<file path="src/hw/rtl/cdes_pkg.sv">
`default_nettype none
// ----------------------------------------------------------------------------
// cdes_pkg: shared constants, types and tables for the epoch-seconds core
// Holds field widths, calendar constants, the reciprocal used for the
// divisions by one hundred and the cumulative month table.
// ----------------------------------------------------------------------------
package cdes_pkg;

  localparam int YearW   = 12;
  localparam int MonthW  = 4;
  localparam int DayW    = 5;
  localparam int HourW   = 5;
  localparam int MinuteW = 6;
  localparam int SecondW = 6;
  localparam int OutW    = 37;

  // Years above this value are clamped to it.
  localparam int MaxYear   = 4095;
  localparam int EpochYear = 1970;

  // Day number of 1970-01-01 counted from 0000-01-01.
  localparam int EpochDays = 365 * EpochYear + (EpochYear + 3) / 4
                           - (EpochYear + 99) / 100 + (EpochYear + 399) / 400;

  localparam int DaysW = 22;   // signed day count relative to the epoch
  localparam int TodW  = 17;   // seconds within the day, unclamped fields
  localparam int ProdW = 25;   // reciprocal products
  localparam int DivShift = 19;
  localparam int QuotW = ProdW - DivShift;

  // ceil(2^19 / 100): exact floor division by 100 for operands below 43690.
  localparam logic [ProdW-1:0] Recip100 = ProdW'(5243);

  localparam logic [MonthW-1:0] MonthJan = MonthW'(1);
  localparam logic [MonthW-1:0] MonthFeb = MonthW'(2);
  localparam logic [MonthW-1:0] MonthDec = MonthW'(12);

  localparam int SecsPerDay  = 86400;
  localparam int SecsPerHour = 3600;
  localparam int SecsPerMin  = 60;

  typedef struct packed {
    logic signed [DaysW-1:0] days;
    logic [TodW-1:0]         tod;
  } cdes_day_t;

  // Days in the months before the given month of a common year.
  function automatic logic [8:0] days_before(input logic [MonthW-1:0] mon);
    logic [8:0] d;
    case (mon)
      4'd1:    d = 9'd0;
      4'd2:    d = 9'd31;
      4'd3:    d = 9'd59;
      4'd4:    d = 9'd90;
      4'd5:    d = 9'd120;
      4'd6:    d = 9'd151;
      4'd7:    d = 9'd181;
      4'd8:    d = 9'd212;
      4'd9:    d = 9'd243;
      4'd10:   d = 9'd273;
      4'd11:   d = 9'd304;
      4'd12:   d = 9'd334;
      default: d = 9'd0;
    endcase
    return d;
  endfunction

endpackage
`default_nettype wire

</file>
<file path="src/hw/rtl/cdes_day_count.sv">
`default_nettype none
// ----------------------------------------------------------------------------
// cdes_day_count: two-stage day counter
// Clamps the year and month, forms the day number relative to the epoch and
// the seconds within the day.
// ----------------------------------------------------------------------------
module cdes_day_count (
  input  wire                               clk,
  input  wire                               rst_n,
  input  wire                               in_valid,
  output logic                              in_ready,
  input  wire  [cdes_pkg::YearW-1:0]        in_year,
  input  wire  [cdes_pkg::MonthW-1:0]       in_month,
  input  wire  [cdes_pkg::DayW-1:0]         in_day,
  input  wire  [cdes_pkg::HourW-1:0]        in_hour,
  input  wire  [cdes_pkg::MinuteW-1:0]      in_minute,
  input  wire  [cdes_pkg::SecondW-1:0]      in_second,
  output logic                              dn_valid,
  input  wire                               dn_ready,
  output cdes_pkg::cdes_day_t               dn_data
);
  import cdes_pkg::*;

  // Stage one.
  logic                    s1_v_r, s1_v_nxt, s1_rdy;
  logic [YearW-1:0]        s1_year_r, s1_year_nxt;
  logic                    s1_late_r, s1_late_nxt;
  logic [DaysW-1:0]        s1_base_r, s1_base_nxt;
  logic [ProdW-1:0]        s1_pa_r, s1_pa_nxt;
  logic [ProdW-1:0]        s1_pb_r, s1_pb_nxt;
  logic [ProdW-1:0]        s1_pc_r, s1_pc_nxt;
  logic [HourW-1:0]        s1_hour_r;
  logic [MinuteW-1:0]      s1_minute_r;
  logic [SecondW-1:0]      s1_second_r;
  logic [MonthW-1:0]       mon_c;

  // Stage two.
  logic                    s2_v_r, s2_v_nxt, s2_rdy;
  cdes_day_t               s2_data_r, s2_data_nxt;
  logic [QuotW-1:0]        q_a, q_b, q_c;
  logic [12:0]             hund;
  logic                    rem_zero, leap;

  assign s2_rdy   = !s2_v_r || dn_ready;
  assign s1_rdy   = !s1_v_r || s2_rdy;
  assign in_ready = s1_rdy;
  assign dn_valid = s2_v_r;
  assign dn_data  = s2_data_r;

  always_comb begin
    s1_year_nxt = (32'(in_year) > MaxYear) ? YearW'(MaxYear) : in_year;
    if (in_month < MonthJan) begin
      mon_c = MonthJan;
    end else if (in_month > MonthDec) begin
      mon_c = MonthDec;
    end else begin
      mon_c = in_month;
    end
    s1_late_nxt = (mon_c > MonthFeb);
    s1_base_nxt = DaysW'(s1_year_nxt) * DaysW'(365)
                + DaysW'((13'(s1_year_nxt) + 13'd3) >> 2)
                + DaysW'(days_before(mon_c))
                + DaysW'(in_day)
                - DaysW'(EpochDays + 1);
    s1_pa_nxt = ProdW'(13'(s1_year_nxt) + 13'd99) * Recip100;
    s1_pb_nxt = ProdW'((13'(s1_year_nxt) + 13'd399) >> 2) * Recip100;
    s1_pc_nxt = ProdW'(s1_year_nxt) * Recip100;
    s1_v_nxt  = s1_rdy ? in_valid : s1_v_r;
  end

  always_comb begin
    q_a      = s1_pa_r[ProdW-1:DivShift];
    q_b      = s1_pb_r[ProdW-1:DivShift];
    q_c      = s1_pc_r[ProdW-1:DivShift];
    hund     = 13'(q_c) * 13'd100;
    rem_zero = (13'(s1_year_r) == hund);
    leap     = ((s1_year_r[1:0] == 2'b00) && !rem_zero)
            || (rem_zero && (q_c[1:0] == 2'b00));
    s2_data_nxt.days = $signed(s1_base_r - DaysW'(q_a) + DaysW'(q_b)
                             + DaysW'(leap && s1_late_r));
    s2_data_nxt.tod  = TodW'(s1_hour_r) * TodW'(SecsPerHour)
                     + TodW'(s1_minute_r) * TodW'(SecsPerMin)
                     + TodW'(s1_second_r);
    s2_v_nxt = s2_rdy ? s1_v_r : s2_v_r;
  end

  always_ff @(posedge clk) begin
    if (!rst_n) begin
      s1_v_r <= 1'b0;
      s2_v_r <= 1'b0;
    end else begin
      s1_v_r <= s1_v_nxt;
      s2_v_r <= s2_v_nxt;
    end
  end

  always_ff @(posedge clk) begin
    if (s1_rdy && in_valid) begin
      s1_year_r   <= s1_year_nxt;
      s1_late_r   <= s1_late_nxt;
      s1_base_r   <= s1_base_nxt;
      s1_pa_r     <= s1_pa_nxt;
      s1_pb_r     <= s1_pb_nxt;
      s1_pc_r     <= s1_pc_nxt;
      s1_hour_r   <= in_hour;
      s1_minute_r <= in_minute;
      s1_second_r <= in_second;
    end
    if (s2_rdy && s1_v_r) begin
      s2_data_r <= s2_data_nxt;
    end
  end

endmodule
`default_nettype wire

</file>
<file path="src/hw/rtl/cdes_sec_scale.sv">
`default_nettype none
// ----------------------------------------------------------------------------
// cdes_sec_scale: two-stage seconds scaler
// Multiplies the day count by the seconds in a day, then adds the seconds
// within the day into the output register.
// ----------------------------------------------------------------------------
module cdes_sec_scale (
  input  wire                               clk,
  input  wire                               rst_n,
  input  wire                               up_valid,
  output logic                              up_ready,
  input  cdes_pkg::cdes_day_t               up_data,
  output logic                              out_valid,
  input  wire                               out_ready,
  output logic signed [cdes_pkg::OutW-1:0]  out_epoch_seconds
);
  import cdes_pkg::*;

  localparam int MulW = 40;
  localparam logic signed [MulW-1:0] DaySecs = MulW'(SecsPerDay);

  logic                    s3_v_r, s3_v_nxt, s3_rdy;
  logic [OutW-1:0]         s3_prod_r, s3_prod_nxt;
  logic [TodW-1:0]         s3_tod_r;
  logic signed [MulW-1:0]  days_ext, prod_full;

  logic                    s4_v_r, s4_v_nxt, s4_rdy;
  logic [OutW-1:0]         s4_sum_r, s4_sum_nxt;

  assign s4_rdy    = !s4_v_r || out_ready;
  assign s3_rdy    = !s3_v_r || s4_rdy;
  assign up_ready  = s3_rdy;
  assign out_valid = s4_v_r;
  assign out_epoch_seconds = $signed(s4_sum_r);

  always_comb begin
    days_ext    = MulW'(up_data.days);
    prod_full   = days_ext * DaySecs;
    s3_prod_nxt = prod_full[OutW-1:0];
    s3_v_nxt    = s3_rdy ? up_valid : s3_v_r;
    s4_sum_nxt  = s3_prod_r + OutW'(s3_tod_r);
    s4_v_nxt    = s4_rdy ? s3_v_r : s4_v_r;
  end

  always_ff @(posedge clk) begin
    if (!rst_n) begin
      s3_v_r <= 1'b0;
      s4_v_r <= 1'b0;
    end else begin
      s3_v_r <= s3_v_nxt;
      s4_v_r <= s4_v_nxt;
    end
  end

  always_ff @(posedge clk) begin
    if (s3_rdy && up_valid) begin
      s3_prod_r <= s3_prod_nxt;
      s3_tod_r  <= up_data.tod;
    end
    if (s4_rdy && s3_v_r) begin
      s4_sum_r <= s4_sum_nxt;
    end
  end

endmodule
`default_nettype wire

</file>
<file path="src/hw/rtl/calendar_date_to_epoch_seconds_core.sv">
`default_nettype none
// Throughput: one transfer per cycle while the output is not stalled; four
// register stages, each with its own valid bit, and a stage takes new data
// whenever it is empty or its successor takes its contents, so a stall
// loses and repeats nothing. Reset (rst_n, synchronous, active low) clears
// every stage valid bit; the data registers are not reset. No state
// outlives an item.
// ----------------------------------------------------------------------------
// calendar_date_to_epoch_seconds_core: Gregorian date to Unix seconds
// Converts a civil date and time into signed seconds since 1970-01-01.
// ----------------------------------------------------------------------------
module calendar_date_to_epoch_seconds_core (
  input  wire                               clk,
  input  wire                               rst_n,
  input  wire                               in_valid,
  output logic                              in_ready,
  input  wire  [cdes_pkg::YearW-1:0]        in_year,
  input  wire  [cdes_pkg::MonthW-1:0]       in_month,
  input  wire  [cdes_pkg::DayW-1:0]         in_day,
  input  wire  [cdes_pkg::HourW-1:0]        in_hour,
  input  wire  [cdes_pkg::MinuteW-1:0]      in_minute,
  input  wire  [cdes_pkg::SecondW-1:0]      in_second,
  output logic                              out_valid,
  input  wire                               out_ready,
  output logic signed [cdes_pkg::OutW-1:0]  out_epoch_seconds
);
  import cdes_pkg::*;

  // The day counter hands the signed day number (relative to the epoch) and
  // the seconds within the day to the scaler as one bundle.
  logic       day_valid;
  logic       day_ready;
  cdes_day_t  day_data;

  // Stages one and two: the year is clamped to the supported range and the
  // month to January..December. The day number is built from the closed
  // form 365*y + ceil(y/4) - ceil(y/100) + ceil(y/400); the divisions by one
  // hundred and four hundred use a reciprocal multiply in stage one and a
  // shift in stage two, where the leap-day correction for March onwards is
  // also added. Days outside a month's length simply run on linearly.
  cdes_day_count u_day_count (
    .clk       (clk),
    .rst_n     (rst_n),
    .in_valid  (in_valid),
    .in_ready  (in_ready),
    .in_year   (in_year),
    .in_month  (in_month),
    .in_day    (in_day),
    .in_hour   (in_hour),
    .in_minute (in_minute),
    .in_second (in_second),
    .dn_valid  (day_valid),
    .dn_ready  (day_ready),
    .dn_data   (day_data)
  );

  // Stages three and four: one signed multiply by 86400, registered, then
  // the seconds within the day are added into the output register. The
  // result is taken modulo 2^37, which holds every reachable value.
  cdes_sec_scale u_sec_scale (
    .clk               (clk),
    .rst_n             (rst_n),
    .up_valid          (day_valid),
    .up_ready          (day_ready),
    .up_data           (day_data),
    .out_valid         (out_valid),
    .out_ready         (out_ready),
    .out_epoch_seconds (out_epoch_seconds)
  );

endmodule
`default_nettype wire

</file>
<file path="config.mk">
export PLATFORM = sky130hd
export DESIGN_NAME = calendar_date_to_epoch_seconds_core
export DESIGN_NICKNAME = d
export VERILOG_FILES = /design/src/hw/rtl/cdes_pkg.sv /design/src/hw/rtl/cdes_day_count.sv /design/src/hw/rtl/cdes_sec_scale.sv /design/src/hw/rtl/calendar_date_to_epoch_seconds_core.sv
export SDC_FILE = /design/constraint.sdc
export NUM_CORES = 1
export LEC_CHECK = 0
export BUFFER_PORTS_ARGS = -buffer_cell sky130_fd_sc_hd__buf_4
export CAP_MARGIN = 30
export CORE_ASPECT_RATIO = 0.8
export CORE_UTILIZATION = 45
export DETAILED_ROUTE_END_ITERATION = 10
export GPL_TIMING_DRIVEN = 0
export SLEW_MARGIN = 15
export SYNTH_ARGS = -nofsm -noshare
export SYNTH_HDL_FRONTEND = slang
export SYNTH_SLANG_ARGS = --single-unit
</file>
<file path="constraint.sdc">
create_clock -name clk -period 18.88 [get_ports clk]
set_input_delay 2.832 -clock clk [delete_from_list [all_inputs] [get_ports clk]]
set_output_delay 2.832 -clock clk [all_outputs]
set_load 0.1 [all_outputs]
</file>
=== Word level (Yosys, flattened, before mapping) ===
Memories as Yosys holds them, arrays and structs flattened.
Cells that the tools add are included.

* Flip-flop bits (word level): 254
* Latch bits: 0
* Memory bits (writable): 0
* Memory bits (read-only): 144
* Input port bits: 42
* Output and inout port bits: 39
* Logic and storage cells: 65
* Memories kept: 1

* $add $sub $neg: 13
* Multiply operators: 8
* Divide/modulo/power cells: 0
* Magnitude comparators: 3
* Equal/unequal tests: 1
* Shift operators: 0
* Muxes and demuxes: 2
* Bitwise operators: 0
* Reductions and logical operators: 19

{| class="wikitable"
|+ Memory list
! memory !! words !! bits a word !! rd ports !! clocked after memory_dff !! wr ports !! line !! source
|-
| (name not given) || 16 || 9 || 1 || 0 || 0 || cdes_pkg.sv:50 || <nowiki>case (mon)</nowiki>
|}

{| class="wikitable"
|+ Operator list
! kind !! number
|-
| $add 37x17->37 || 1
|-
| $mul 22x11->30 const B || 1
|-
| $mul 12x13->25 const B || 1
|-
| $mul 23x13->25 const B || 1
|-
| $mul 25x13->25 const B || 1
|-
| $add 21x20->22 || 1
|-
| $add 22x1->22 || 1
|-
| $add 22x5->22 || 1
|-
| $add 22x6->22 || 1
|-
| $add 22x9->22 || 1
|-
| $sub 22x20->22 const B || 1
|-
| $sub 22x6->22 || 1
|-
| $mul 12x9->21 const B || 1
|-
| $add 17x12->17 || 1
|-
| $add 17x6->17 || 1
|-
| $add 12x2->13 const B || 1
|-
| $add 12x7->13 const B || 1
|-
| $add 12x9->13 const B || 1
|-
| $eq 12x13->1 || 1
|-
| $mul 5x8->13 const B || 1
|-
| $mul 6x5->11 const B || 1
|-
| $mul 6x4->10 const B || 1
|-
| $mux 4 || 2
|-
| $logic_and 1x1->1 || 7
|-
| 6 further kinds || 15
|}

=== Depth between registers and ports, before layout ===
* Word-level depth: 7
* Depth in mapped cells: 25

=== Modules after synthesis ===
Synthesis repeated with hierarchy kept, for this count alone.

* Cell total of the unflattened synthesis: 2501
* Area total of the unflattened synthesis: 26242.7 um^2

{| class="wikitable"
|+ Modules (own cells, without submodules)
! module !! instances !! cells each !! area each (um^2) !! sequential area each (um^2)
|-
| cdes_day_count || 1 || 1810 || 18730.5 || 3283.1
|-
| cdes_sec_scale || 1 || 691 || 7512.2 || 2562.5
|}

=== Worst setup path after synthesis ===
No wires, ideal clock.

* Kind: input to register
* Start point: in in_year[0] (netlist bit)
* End point: reg u_day_count.s1_pa_r[22], data pin
* Library setup time: 258 ps
* Data arrival time: 8334 ps
* Data required time: 18622 ps
* Path slack: 10288 ps
* Cell stages on the path: 24
* Path buffers: 0
* Cell sequence: inv_1 > ha_1 > nor2b_1 > a21oi_1 > nand2b_1 > a21oi_1 > xnor2_1 > ha_1 > inv_1 > fa_1 > inv_1 > fa_1 > inv_1 > fa_1 > fa_1 > inv_1 > ha_1 > and3_1 > o2111ai_1 > o32ai_1 > o2111ai_1 > a21oi_1 > o22ai_1 > xnor2_1

* Word-level cells in the longest chain between the ends: 2

{| class="wikitable"
|+ Ends and longest elaborated chain
! item !! line !! source
|-
| start: declaration || calendar_date_to_epoch_seconds_core.sv:17 || <nowiki>input wire [cdes_pkg::YearW-1:0] in_year,</nowiki>
|-
| $add 12x7->13 || cdes_day_count.sv:65 || <nowiki>s1_pa_nxt = ProdW'(13'(s1_year_nxt) + 13'd99) * Recip100;</nowiki>
|-
| $mul 25x13->25 || cdes_day_count.sv:65 ||
|-
| net u_day_count.s1_pa_nxt[22] || cdes_day_count.sv:29 || <nowiki>logic [ProdW-1:0] s1_pa_r, s1_pa_nxt;</nowiki>
|-
| end signal: assignment || cdes_day_count.sv:102 || <nowiki>s1_pa_r <= s1_pa_nxt;</nowiki>
|-
| end: declaration || cdes_day_count.sv:29 ||
|}

The timed path passes the listed nets, and every way through them passes these cells.
A chain may end at the register's enable or synchronous reset.

=== Final worst setup path ===
* Start point: in in_year[1] (netlist bit)
* End point: reg u_day_count.s1_pa_r[22], data pin

Same word-level chain as after synthesis.

==> flow_results.org <==
** Hold path
- Classification of the worst-slack hold path :: flip-flop to flip-flop

** GRT
- Across every metal layer, demand over resource in global routing totals 0.187.
- Global-route congestion overflow total :: 0
- The initial antenna violation count was 0.
- The number of global-route vias before repair came to 18339.
- Wire length of the first global-routing pass :: 89.3 mm
- Entering global routing, the biggest net connects 37 pins.

** Setup path
- Nature of the critical path startpoint :: primary input
- Data on the critical path is required at its endpoint by roughly 19 ns.
- Path type of the worst setup path :: primary input to flip-flop
- STA classifies the critical path endpoint as a flip-flop.
- Worst Path Arrival :: 9.75 ns
- Highest fanout seen on the critical path :: 10

** Route
- Signal routing reaches up to met4.
- For this block, the via count after detailed routing is roughly 17000.
- Length of routed wiring on met1 :: about 26 mm
- Detailed routing placed a total of 1.84 mm of wire on met3.
- Post-detailed-route count of antenna-violating nets :: 0
- Violation count after the first detailed-routing iteration :: 714
- Wire segments on met2 add up to 23.9 mm in the final route.
- In the routed design, unresolved DRC markers number 0.
- In the final routed layout, each cell accounts on average for about 15 µm.
- Avg Vias per Cell :: 5.04
- For this run, the detailed router's first-pass iteration total came to 5.
- Wirelength, routed :: 52.0 mm

** Place
- After detailed placement, the design holds a cell count of 3408.
- At the end of routability-driven placement, the weighted congestion stood at ~0.9.
- Half-perimeter wire length after placement :: 45.2 mm
- Input and output buffers added on the ports amount to slightly below 80.

** Logic synthesis
- The synthesized design contains 197 register bits.
- Ranked by instance count, the synthesized netlist is headed by 640 x inv_1, 546 x ha_1, 286 x fa_1, 193 x edfxtp_1, 115 x xnor2_1.
- Yosys mapped a number of flops with a built-in enable equal to about 190.
- Number of distinct library cells after synthesis :: 73
- Fraction of registers with async set/reset :: 0
- The synthesized design spends more area on one cell type than any other, namely ha_1.
- Most instantiated flip-flop cell in the synthesis netlist :: edfxtp_1
- Share of the synthesized area in the top cell type :: 0.258
- Yosys warnings :: 0
- Synthesized net count :: 3426
- The share of the Yosys chip area taken by registers is 0.222.
- By area the synthesized netlist is led by ha_1 26%, edfxtp_1 22%, fa_1 22%, inv_1 9.1%, xnor2_1 3.8%.
- Dividing the synthesized area by the synthesized cell count gives 10.4 µm².
- Area of the mapped netlist :: 0.0265 mm²
- Yosys instantiated no cell more often than inv_1.
- Syn Inst Count :: 2552

** STA
- Headroom to the max-slew limit came out at 0.327.
- Slew of the pin with the lowest slew margin :: between 1 and 1.5 ns
- Post-route minimum period :: 9.53 ns
- Static timing analysis puts the maximum clock frequency at 0.105 GHz.
- For the final routed database, the setup TNS stands at 0 ns.
- Post-route clock skew :: 0.0101 ns
- Number of hold violations in the final report :: 0
- The number of slew-limit violations in the final report came to 0.
- RSZ-0062 raised after global routing :: false
- In the finished design, the share of the clock period the worst path needs comes to 0.505.
- Setup Viol. Count Final :: 0
- WHS :: 0.419 ns

** Floorplan
- In this run the core area contains 79 standard-cell rows.
- Width of the chip :: 273 µm
- Placeable core area :: 0.0582 mm²
- During I/O placement, the number of pins put on the boundary was roughly 80.
- Die extent in y :: 219 µm
- The die covers roughly 0.06 mm².
- For this configuration, the core starts out at a cell density of 0.455.

** Flow run
- Across the run, the number of max-cap violations was 0.

** Layout
- Footprint of the multi-input gates :: about 0.018 mm²
- The final layout contains between 3000 and 4000 nets.
- Layout cells sized above 1 :: 0.0561
- Fill count :: 5272
- Number of inserted diodes :: 0
- Relative to the synthesized area, the layout overhead comes to 8.89%.
- Fin cells :: between 3000 and 4000
- Combined flip-flop and latch cell area :: between 0.005 and 0.006 mm²

** Clocking
- CTS built an H-tree with a depth of 4.
- CTS tree :: built
- Hold buffer count at cts :: 0
- Once the clock tree was built, the setup fixing pass inserted 0 buffers.
- Clock tree synthesis selected as its root buffer the cell clkbuf_16.
- Clock transition at path regs :: roughly 0.07 ns
- The tree built by TritonCTS fans out to 197 sinks.
- Max Root-Sink Buffers :: 2
- Post-CTS repair changed the size of 0 cells.
- At the later pin of the worst-skew pair, clock insertion delay measures 0.48 ns.
- Number of CTS-inserted buffers :: 17

** Run status
- The flow ran to the end, and the final reports show no timing, DRC or antenna violations.
-- per-stage QoR --
| stage | utilization | instance area [µm²] | setup slack (ns) |
|---|---|---|---|
| 4_1_cts | 0.496 | 28900 | 9.26 |
| 3_3_place_gp | 0.482 | 28100 | 8.64 |
| 2_1_floorplan | - | 26500 | 10.29 |
| 3_5_place_dp | 0.485 | 28200 | 8.80 |
| 5_1_grt | 0.496 | 28900 | 8.86 |
| 6_report | 0.496 | 28900 | 9.35 |
-- worst max-delay path, cell delays in order --
cell	delay [ns]
buf_4	0.21
inv_1	0.20
ha_1	0.24
a21oi_1	0.21
nor2_1	0.18
a21boi_0	0.44
nor3_1	0.13
xnor2_1	0.59
inv_1	0.29
fa_1	0.50
ha_1	0.29
inv_1	0.04
fa_1	0.47
inv_1	0.06
fa_1	0.53
inv_1	0.05
fa_1	0.54
inv_1	0.05
ha_1	0.32
nand4_1	0.14
o32ai_1	0.69
o2111ai_1	0.20
a21oi_1	0.26
o22ai_1	0.13
xnor2_1	0.14
-- placed cells by master (no fill, tap or decap), types with 14 or more instances in the layout --
| cell type | Yosys | routed |
|---|---|---|
| fa_1 | 286 | 286 |
| ha_1 | 546 | 546 |
| edfxtp_1 | 193 | 193 |
| nor3_1 | 28 | 28 |
| o211ai_1 | 14 | 14 |
| clkbuf_1 | 14 | 14 |
| xnor2_1 | 115 | 115 |
| nand2b_1 | 19 | 19 |
| nand3_1 | 27 | 27 |
| xor2_1 | 43 | 43 |
| a21o_1 | 52 | 52 |
| a31oi_1 | 14 | 14 |
| nor2b_1 | 22 | 20 |
| a21oi_1 | 113 | 113 |
| clkbuf_16 | 0 | 17 |
| inv_1 | 640 | 640 |
| o21a_1 | 23 | 23 |
| and3_1 | 20 | 20 |
| and4_1 | 14 | 14 |
| nand4_1 | 19 | 19 |
| o21ai_0 | 52 | 52 |
| nand2_1 | 75 | 75 |
| buf_4 | 0 | 84 |
| nor2_1 | 71 | 71 |
-- metal layers --
layer | track usage | vias up
met4 | 0.0397 | 0
met2 | 0.311 | 242
li1 | - | 8655
met5 | 0 | -
met1 | 0.254 | 8391
met3 | 0.0316 | 46
-- area by class of cell --
cell class / instances / area share
Multi-Input combinational cell: 1699 / 0.631
Tap cell: 769 / 0.0333
Clock inverter: 12 / 0.00533
Buffer: 15 / 0.00195
Inverter: 641 / 0.0833
Clock buffer: 20 / 0.0162
Sequential cell: 197 / 0.204
Timing Repair Buffer: 89 / 0.0258
-- cells by family after synthesis --
logic type	Yosys count	synth area share
fa+ha+maj	832	0.474
buf+inv	656	0.0929
compound gates	364	0.0912
simple gates	337	0.0653
flops	197	0.222
xor+xnor	158	0.0522
mux	8	0.00307
-- sequential cells by signal, indices dropped and copies added (netlist names), 7 cells and up --
signal and flops:
u_sec_scale.out_epoch_seconds 37, u_sec_scale.s3_tod_r 17, u_day_count.s1_pc_r 7, u_day_count.dn_data 39
u_day_count.s1_year_r 11, u_day_count.s1_base_r 22, u_sec_scale.s3_prod_r 30
-- final timing paths --
path                      startpoint                        to  slack, ns  cells past startpoint
max reg2reg  u_day_count.s1_pc_r[20]   u_day_count.dn_data[37]      13.04                     20
min reg2reg  u_day_count.dn_data[14]  u_sec_scale.s3_tod_r[14]       0.42                      0
min          u_day_count.dn_data[14]  u_sec_scale.s3_tod_r[14]       0.42                      0
max                       in_year[1]   u_day_count.s1_pa_r[22]       9.35                     25
Power is left out: the tool's default activity adds up to more than one toggle a clock period on the data nets, which glitch-free logic cannot reach.
